--- src/tpem_pkg.sv ---
package tpem_pkg;

	localparam int MaxEntries = 64;
	localparam int IdxW       = $clog2(MaxEntries);
	localparam int WordW      = 32;
	localparam int LgW        = 3;

	localparam logic [LgW-1:0] LgMin   = LgW'(2);
	localparam logic [LgW-1:0] LgMax   = LgW'(IdxW);
	localparam logic [LgW-1:0] LgReset = LgW'(6);

	localparam logic CmdKeyWrite = 1'b0;
	localparam logic CmdRun      = 1'b1;

	typedef struct packed {
		logic             command;
		logic [IdxW-1:0]  key_index;
		logic [WordW-1:0] key_word;
		logic [IdxW-1:0]  chosen_path;
		logic [WordW-1:0] random_mask;
		logic [WordW-1:0] value_zero;
		logic [WordW-1:0] value_one;
		logic [WordW-1:0] value_two;
		logic [WordW-1:0] value_three;
		logic [IdxW-1:0]  rotation;
	} in_beat_t;

	typedef struct packed {
		logic [IdxW-1:0]  position;
		logic [WordW-1:0] masked_word;
		logic             last;
	} out_beat_t;

	typedef enum logic {
		ST_IDLE,
		ST_RUN
	} seq_state_t;

endpackage

--- src/transfer_path_encode_mask_core.sv ---
// channel | handshake            | payload
// cfg     | cfg_we               | cfg_wdata (path_size_log2)
// in      | in_valid / in_ready  | in_data  (in_beat_t)
// out     | out_valid / out_ready| out_data (out_beat_t)
//
// A key write beat is accepted while idle and writes one key memory word. A run
// beat issues size = 2^path_size_log2 (4..64) key memory reads, one per cycle
// while the output does not stall, as the key memory has a single read port;
// each word passes the s1 register and the output register. in_ready is high
// again once the last read of a run is issued. Output stalls hold the sequencer.
// Reset clears control only; key memory contents stay undefined until written.
module transfer_path_encode_mask_core
	import tpem_pkg::*;
(
	input  logic            clk,
	input  logic            arst_n,
	input  logic            cfg_we,
	input  logic [LgW-1:0]  cfg_wdata,
	input  logic            in_valid,
	output logic            in_ready,
	input  in_beat_t        in_data,
	output logic            out_valid,
	input  logic            out_ready,
	output out_beat_t       out_data
);

	logic [WordW-1:0] key_mem [MaxEntries];
	logic [WordW-1:0] rd_q;

	logic [LgW-1:0]   lg_q;
	logic [LgW-1:0]   lg_eff;
	logic [IdxW-1:0]  size_mask;
	logic [IdxW:0]    mask_lim;

	seq_state_t       state_q, state_d;
	logic [IdxW-1:0]  idx_q;
	in_beat_t         run_q;

	logic             in_fire;
	logic             issue;
	logic             issue_ok;
	logic             adv1;

	logic [IdxW-1:0]  kidx;
	logic [IdxW-1:0]  tsel;
	logic [WordW-1:0] vsel;
	logic [WordW-1:0] entry;

	logic             s1_valid;
	logic [WordW-1:0] entry_s1;
	logic [IdxW-1:0]  pos_s1;
	logic             last_s1;

	logic             out_valid_q;
	out_beat_t        out_q;

	always_ff @(posedge clk or negedge arst_n) begin
		if (!arst_n) begin
			lg_q <= LgReset;
		end else if (cfg_we) begin
			lg_q <= cfg_wdata;
		end
	end

	always_comb begin
		if (lg_q < LgMin) begin
			lg_eff = LgMin;
		end else if (lg_q > LgMax) begin
			lg_eff = LgMax;
		end else begin
			lg_eff = lg_q;
		end
		size_mask = IdxW'(((IdxW+1)'(1) << lg_eff) - (IdxW+1)'(1));
		mask_lim  = {1'b0, size_mask} - (IdxW+1)'(3);
	end

	assign in_fire  = in_valid && in_ready;
	assign adv1     = s1_valid && (!out_valid_q || out_ready);
	assign issue_ok = !s1_valid || adv1;

	always_comb begin
		state_d = state_q;
		unique case (state_q)
			ST_IDLE: begin
				if (in_fire && in_data.command == CmdRun) begin
					state_d = ST_RUN;
				end
			end
			ST_RUN: begin
				if (issue && idx_q == size_mask) begin
					state_d = ST_IDLE;
				end
			end
			default: state_d = ST_IDLE;
		endcase
	end

	always_comb begin
		in_ready = 1'b0;
		issue    = 1'b0;
		unique case (state_q)
			ST_IDLE: in_ready = 1'b1;
			ST_RUN:  issue    = issue_ok;
			default: begin
				in_ready = 1'b0;
				issue    = 1'b0;
			end
		endcase
	end

	always_ff @(posedge clk or negedge arst_n) begin
		if (!arst_n) begin
			state_q <= ST_IDLE;
			idx_q   <= '0;
		end else begin
			state_q <= state_d;
			if (in_fire) begin
				idx_q <= '0;
			end else if (issue) begin
				idx_q <= idx_q + IdxW'(1);
			end
		end
	end

	always_ff @(posedge clk) begin
		if (in_fire && in_data.command == CmdRun) begin
			run_q <= in_data;
		end
	end

	assign kidx = (idx_q - run_q.rotation) & size_mask;
	assign tsel = run_q.chosen_path ^ idx_q;

	always_comb begin
		case (tsel[1:0])
			2'd0:    vsel = run_q.value_zero;
			2'd1:    vsel = run_q.value_one;
			2'd2:    vsel = run_q.value_two;
			default: vsel = run_q.value_three;
		endcase
		if ({1'b0, tsel} < mask_lim) begin
			entry = run_q.random_mask;
		end else begin
			entry = vsel + run_q.random_mask;
		end
	end

	always_ff @(posedge clk) begin
		if (in_fire && in_data.command == CmdKeyWrite) begin
			key_mem[in_data.key_index] <= in_data.key_word;
		end
		if (issue) begin
			rd_q <= key_mem[kidx];
		end
	end

	always_ff @(posedge clk or negedge arst_n) begin
		if (!arst_n) begin
			s1_valid <= 1'b0;
		end else if (issue_ok) begin
			s1_valid <= issue;
		end
	end

	always_ff @(posedge clk) begin
		if (issue) begin
			entry_s1 <= entry;
			pos_s1   <= idx_q;
			last_s1  <= (idx_q == size_mask);
		end
	end

	always_ff @(posedge clk or negedge arst_n) begin
		if (!arst_n) begin
			out_valid_q <= 1'b0;
		end else if (!out_valid_q || out_ready) begin
			out_valid_q <= s1_valid;
		end
	end

	always_ff @(posedge clk) begin
		if (adv1) begin
			out_q.position    <= pos_s1;
			out_q.masked_word <= entry_s1 ^ rd_q;
			out_q.last        <= last_s1;
		end
	end

	assign out_valid = out_valid_q;
	assign out_data  = out_q;

endmodule

--- config.mk ---
export PLATFORM = sky130hd
export DESIGN_NAME = transfer_path_encode_mask_core
export DESIGN_NICKNAME = d
export VERILOG_FILES = /design/src/tpem_pkg.sv /design/src/transfer_path_encode_mask_core.sv
export SDC_FILE = /design/constraint.sdc
export NUM_CORES = 2
export LEC_CHECK = 0
export ABC_AREA = 1
export BUFFER_PORTS_ARGS = -buffer_cell sky130_fd_sc_hd__buf_4
export CAP_MARGIN = 40
export CELL_PAD_IN_SITES_DETAIL_PLACEMENT = 1
export CELL_PAD_IN_SITES_GLOBAL_PLACEMENT = 2
export CORE_MARGIN = 8
export CORE_UTILIZATION = 50
export CTS_BUF_LIST = sky130_fd_sc_hd__clkbuf_4 sky130_fd_sc_hd__clkbuf_8
export DETAILED_ROUTE_END_ITERATION = 7
export GPL_ROUTABILITY_DRIVEN = 0
export PLACE_DENSITY_LB_ADDON = 0.1
export SYNTH_ARGS = -nofsm -noshare
export SYNTH_HDL_FRONTEND = slang
export SYNTH_SLANG_ARGS = --single-unit
--- constraint.sdc ---
create_clock -name clk -period 8.96 [get_ports clk]
set_input_delay 0.448 -clock clk [delete_from_list [all_inputs] [get_ports clk]]
set_output_delay 0.448 -clock clk [all_outputs]
set_load 0.01 [all_outputs]
==> results.json <==
{
  "yosys_warnings": 0,
  "numCtsBuffers": 403,
  "synth_edf_count": 2330,
  "dr.first_iter.drc_count": 6305,
  "path_clk_slew_ns": 0.07,
  "leakage_uw": 0.0381,
  "finalSetupViolCount": 0,
  "synth_top_area_cell": "edfxtp_1",
  "hold_end": "run_q[40]",
  "rrSetupSlack_ns": 3.71,
  "synth_seq_area_share": 0.725,
  "first_pass_iters": 6,
  "reg2reg_to": "rd_q[10]",
  "min_path_cells": 2,
  "totalWireLength_um": 318000,
  "initial_utilization": 0.503,
  "async_flop_share": 0.00512,
  "power_uw": 33500,
  "irDropWorstVdd_v": 0.000296,
  "fin_crit_ns": 5.25,
  "cp-start-kind": "register",
  "dieHeight_um": 456,
  "syn_inst": 7413,
  "hold_ws_ns": 0.0844,
  "max_slew_margin": 0.233,
  "fmax_ghz": 0.190,
  "fin_crit_sh": 0.586,
  "finalMaxSlewViolations": 0,
  "reg2regPathDepth": 15,
  "syn_area_per_cell_sq_um": 13.1,
  "worstPathArrival_ns": 6.06,
  "gr-usage-met3": 0.0481,
  "final_nets": 8287,
  "drc": 0,
  "crit_family": "simple AND/OR/NAND/NOR gates",
  "cts_tree": "built",
  "postCtsSetupRepairBufs": 0,
  "cp.required_ns": 9.77,
  "crit_buf_inv": 5,
  "synth_area_leaders": "edfxtp_1 (72%), o211ai_1 (4.4%), nand2_1 (3.8%)",
  "grt_pass1_vias": 67800,
  "synth_cell_type_count": 47,
  "synth_top_area_frac": 0.722,
  "avgViaCountPerCell": 6.00,
  "crit_top_cell": "nand3_1",
  "post-route-util": 0.580,
  "path_class": "register to register",
  "overflow": 0,
  "grtUsageTotal": 0.296,
  "synth_area_sq_um": 96900,
  "ys.flop_type": "edfxtp_1",
  "fp.dieW_um": 456,
  "antenna_found_initial": 25,
  "grt-busiest-layer": "met2",
  "use_met2": 0.496,
  "use_met1": 0.390,
  "root_buffer": "clkbuf_8",
  "dpl.hpwl_um": 167000,
  "areaGrowthSynthToFinish_pct": 15.2,
  "clock_path_buffers": 4,
  "cts_sinks": 2342,
  "slowest_stage": "inv_8",
  "outcome": "finished, final reports clean",
  "preCtsSetupSlack_ns": 3.78,
  "rsz0062_at_grt": "false",
  "synthTopCellsByCount": "edfxtp_1 (2330), nand2_1 (970), nand3_1 (716)",
  "core_sq_um": 193000,
  "hold_viol": 0,
  "end_kind": "register",
  "r2r_start": "idx_q[0]",
  "ys_ff_latch": 2342,
  "drive_gt1_frac": 0.165,
  "startpoint": "idx_q[0]",
  "synth_most_common_cell": "edfxtp_1",
  "htree_num_levels": 5,
  "final.setup.tns_ns": 0,
  "max_stage_delay_ns": 0.81,
  "min_from": "in_data[40]",
  "hold_class": "input port to register",
  "io_buffers": 259,
  "path_depth": 15,
  "die_area_sq_um": 208000,
  "fin_skew_ns": 0.0720,
  "fp-row-count": 161,
  "maxCapViolations": 0,
  "p_per_area_nw_per_um2": 300,
  "io_pins": 260,
  "tightest_slew_ns": 1.15,
  "via_count": 65100,
  "grt_max_degree": 189,
  "wl_per_cell_um": 29.3,
  "clk_latency_ns": 1.10,
  "postRouteAntennaNets": 0,
  "cp_max_fo": 104,
  "grt_pass1_wl_um": 461000,
  "path_cells": "inv_1 -> ha_4 -> inv_1 -> fa_1 -> nand2_1 -> inv_1 -> nor2_1 -> nand3_4 -> inv_8 -> buf_12 -> nand3_1 -> nand3_1 -> nand3_1 -> nand3_1 -> nand2_1",
  "fin_ws_ns": 3.71
}
## cells by family after synthesis
family	Yosys count	synth area share
AO/OA/AOI/OAI	1366	0.0938
XOR/XNOR	55	0.00497
adder cells (fa/ha/maj)	46	0.00609
buffers and inverters	742	0.0360
flip-flops	2342	0.725
multiplexers	2	0.000232
other	1	0.0000387
AND/OR/NAND/NOR	2859	0.134
## cell usage in the layout, fill, tap and decap left out, drive strengths merged, types with 14 or more instances in the layout
cell	n
diode	23
buf	402
o21ai	619
edfxtp	2330
nand2	970
a21oi	52
nor2	637
or2	483
o211ai	672
inv	278
clkbuf	549
dlygate4sd3	264
nand3	719
xor2	41
nand4	27
clkinv	126
xnor2	14
ha	44
## worst max path at each step
stage | to
detailed placement | rd_q[10]
floorplan | run_q[0]
CTS | rd_q[10]
global route | rd_q[10]
finish | rd_q[10]
global placement | rd_q[10]
## repair_timing
action / in CTS / in global routing
hold buffers: 264 / 0
resized for setup: 0 / 0
hold endpoints to repair: 1990 / 0
## report_power, final
part	total [uW]	switching, uW	internal (uW)	leakage (uW)
sequential	13000	373	12600	0.0212
combinational	11200	7880	3320	0.0130
clock	9300	4360	4940	0.00394
total	33500	12600	20900	0.0381
## worst register-to-register path, cell delays in order, from the launching register on
cell     delay [ns]
dfrtp_1        0.45
inv_1          0.21
ha_4           0.15
inv_1          0.06
fa_1           0.39
nand2_1        0.10
inv_1          0.04
nor2_1         0.17
nand3_4        0.61
inv_8          0.82
buf_12         0.71
nand3_1        0.36
nand3_1        0.15
nand3_1        0.26
nand3_1        0.40
nand2_1        0.09
## stage by stage
| stage | instance area (sq um) | instances |
|---|---|---|
| floorplan | 97000 | 7416 |
| global placement | 101000 | 9870 |
| detailed placement | 102000 | 9879 |
| CTS | 112000 | 10800 |
| global route | 112000 | 10800 |
| finish | 112000 | 10900 |
## state kept, by name, indices dropped and copies added (netlist names), 3 cells and up
signal and cells:
key_mem 2048, run_q 172, out_data 39, entry_s1 32, rd_q 32, idx_q 6
pos_s1 6, lg_q 3
## final cells by class
| cell class | instances | area [sq um] |
|---|---|---|
| Clock inverter | 137 | 717 |
| Timing Repair Buffer | 666 | 5940 |
| Tap cell | 2526 | 3160 |
| Inverter | 277 | 1070 |
| Sequential cell | 2342 | 70300 |
| Multi-Input combinational cell | 4332 | 23700 |
| Antenna cell | 23 | 57.6 |
| Clock buffer | 549 | 6690 |
| Fill cell | 18900 | 80900 |
## metal layers
layer | vias to the layer above | part of all wire
met4 | 0 | 0.040
met2 | 2497 | 0.49
met5 | - | 0
li1 | 28300 | -
met3 | 672 | 0.064
met1 | 33600 | 0.41
Note: power is estimated with default switching activity, not from simulation.
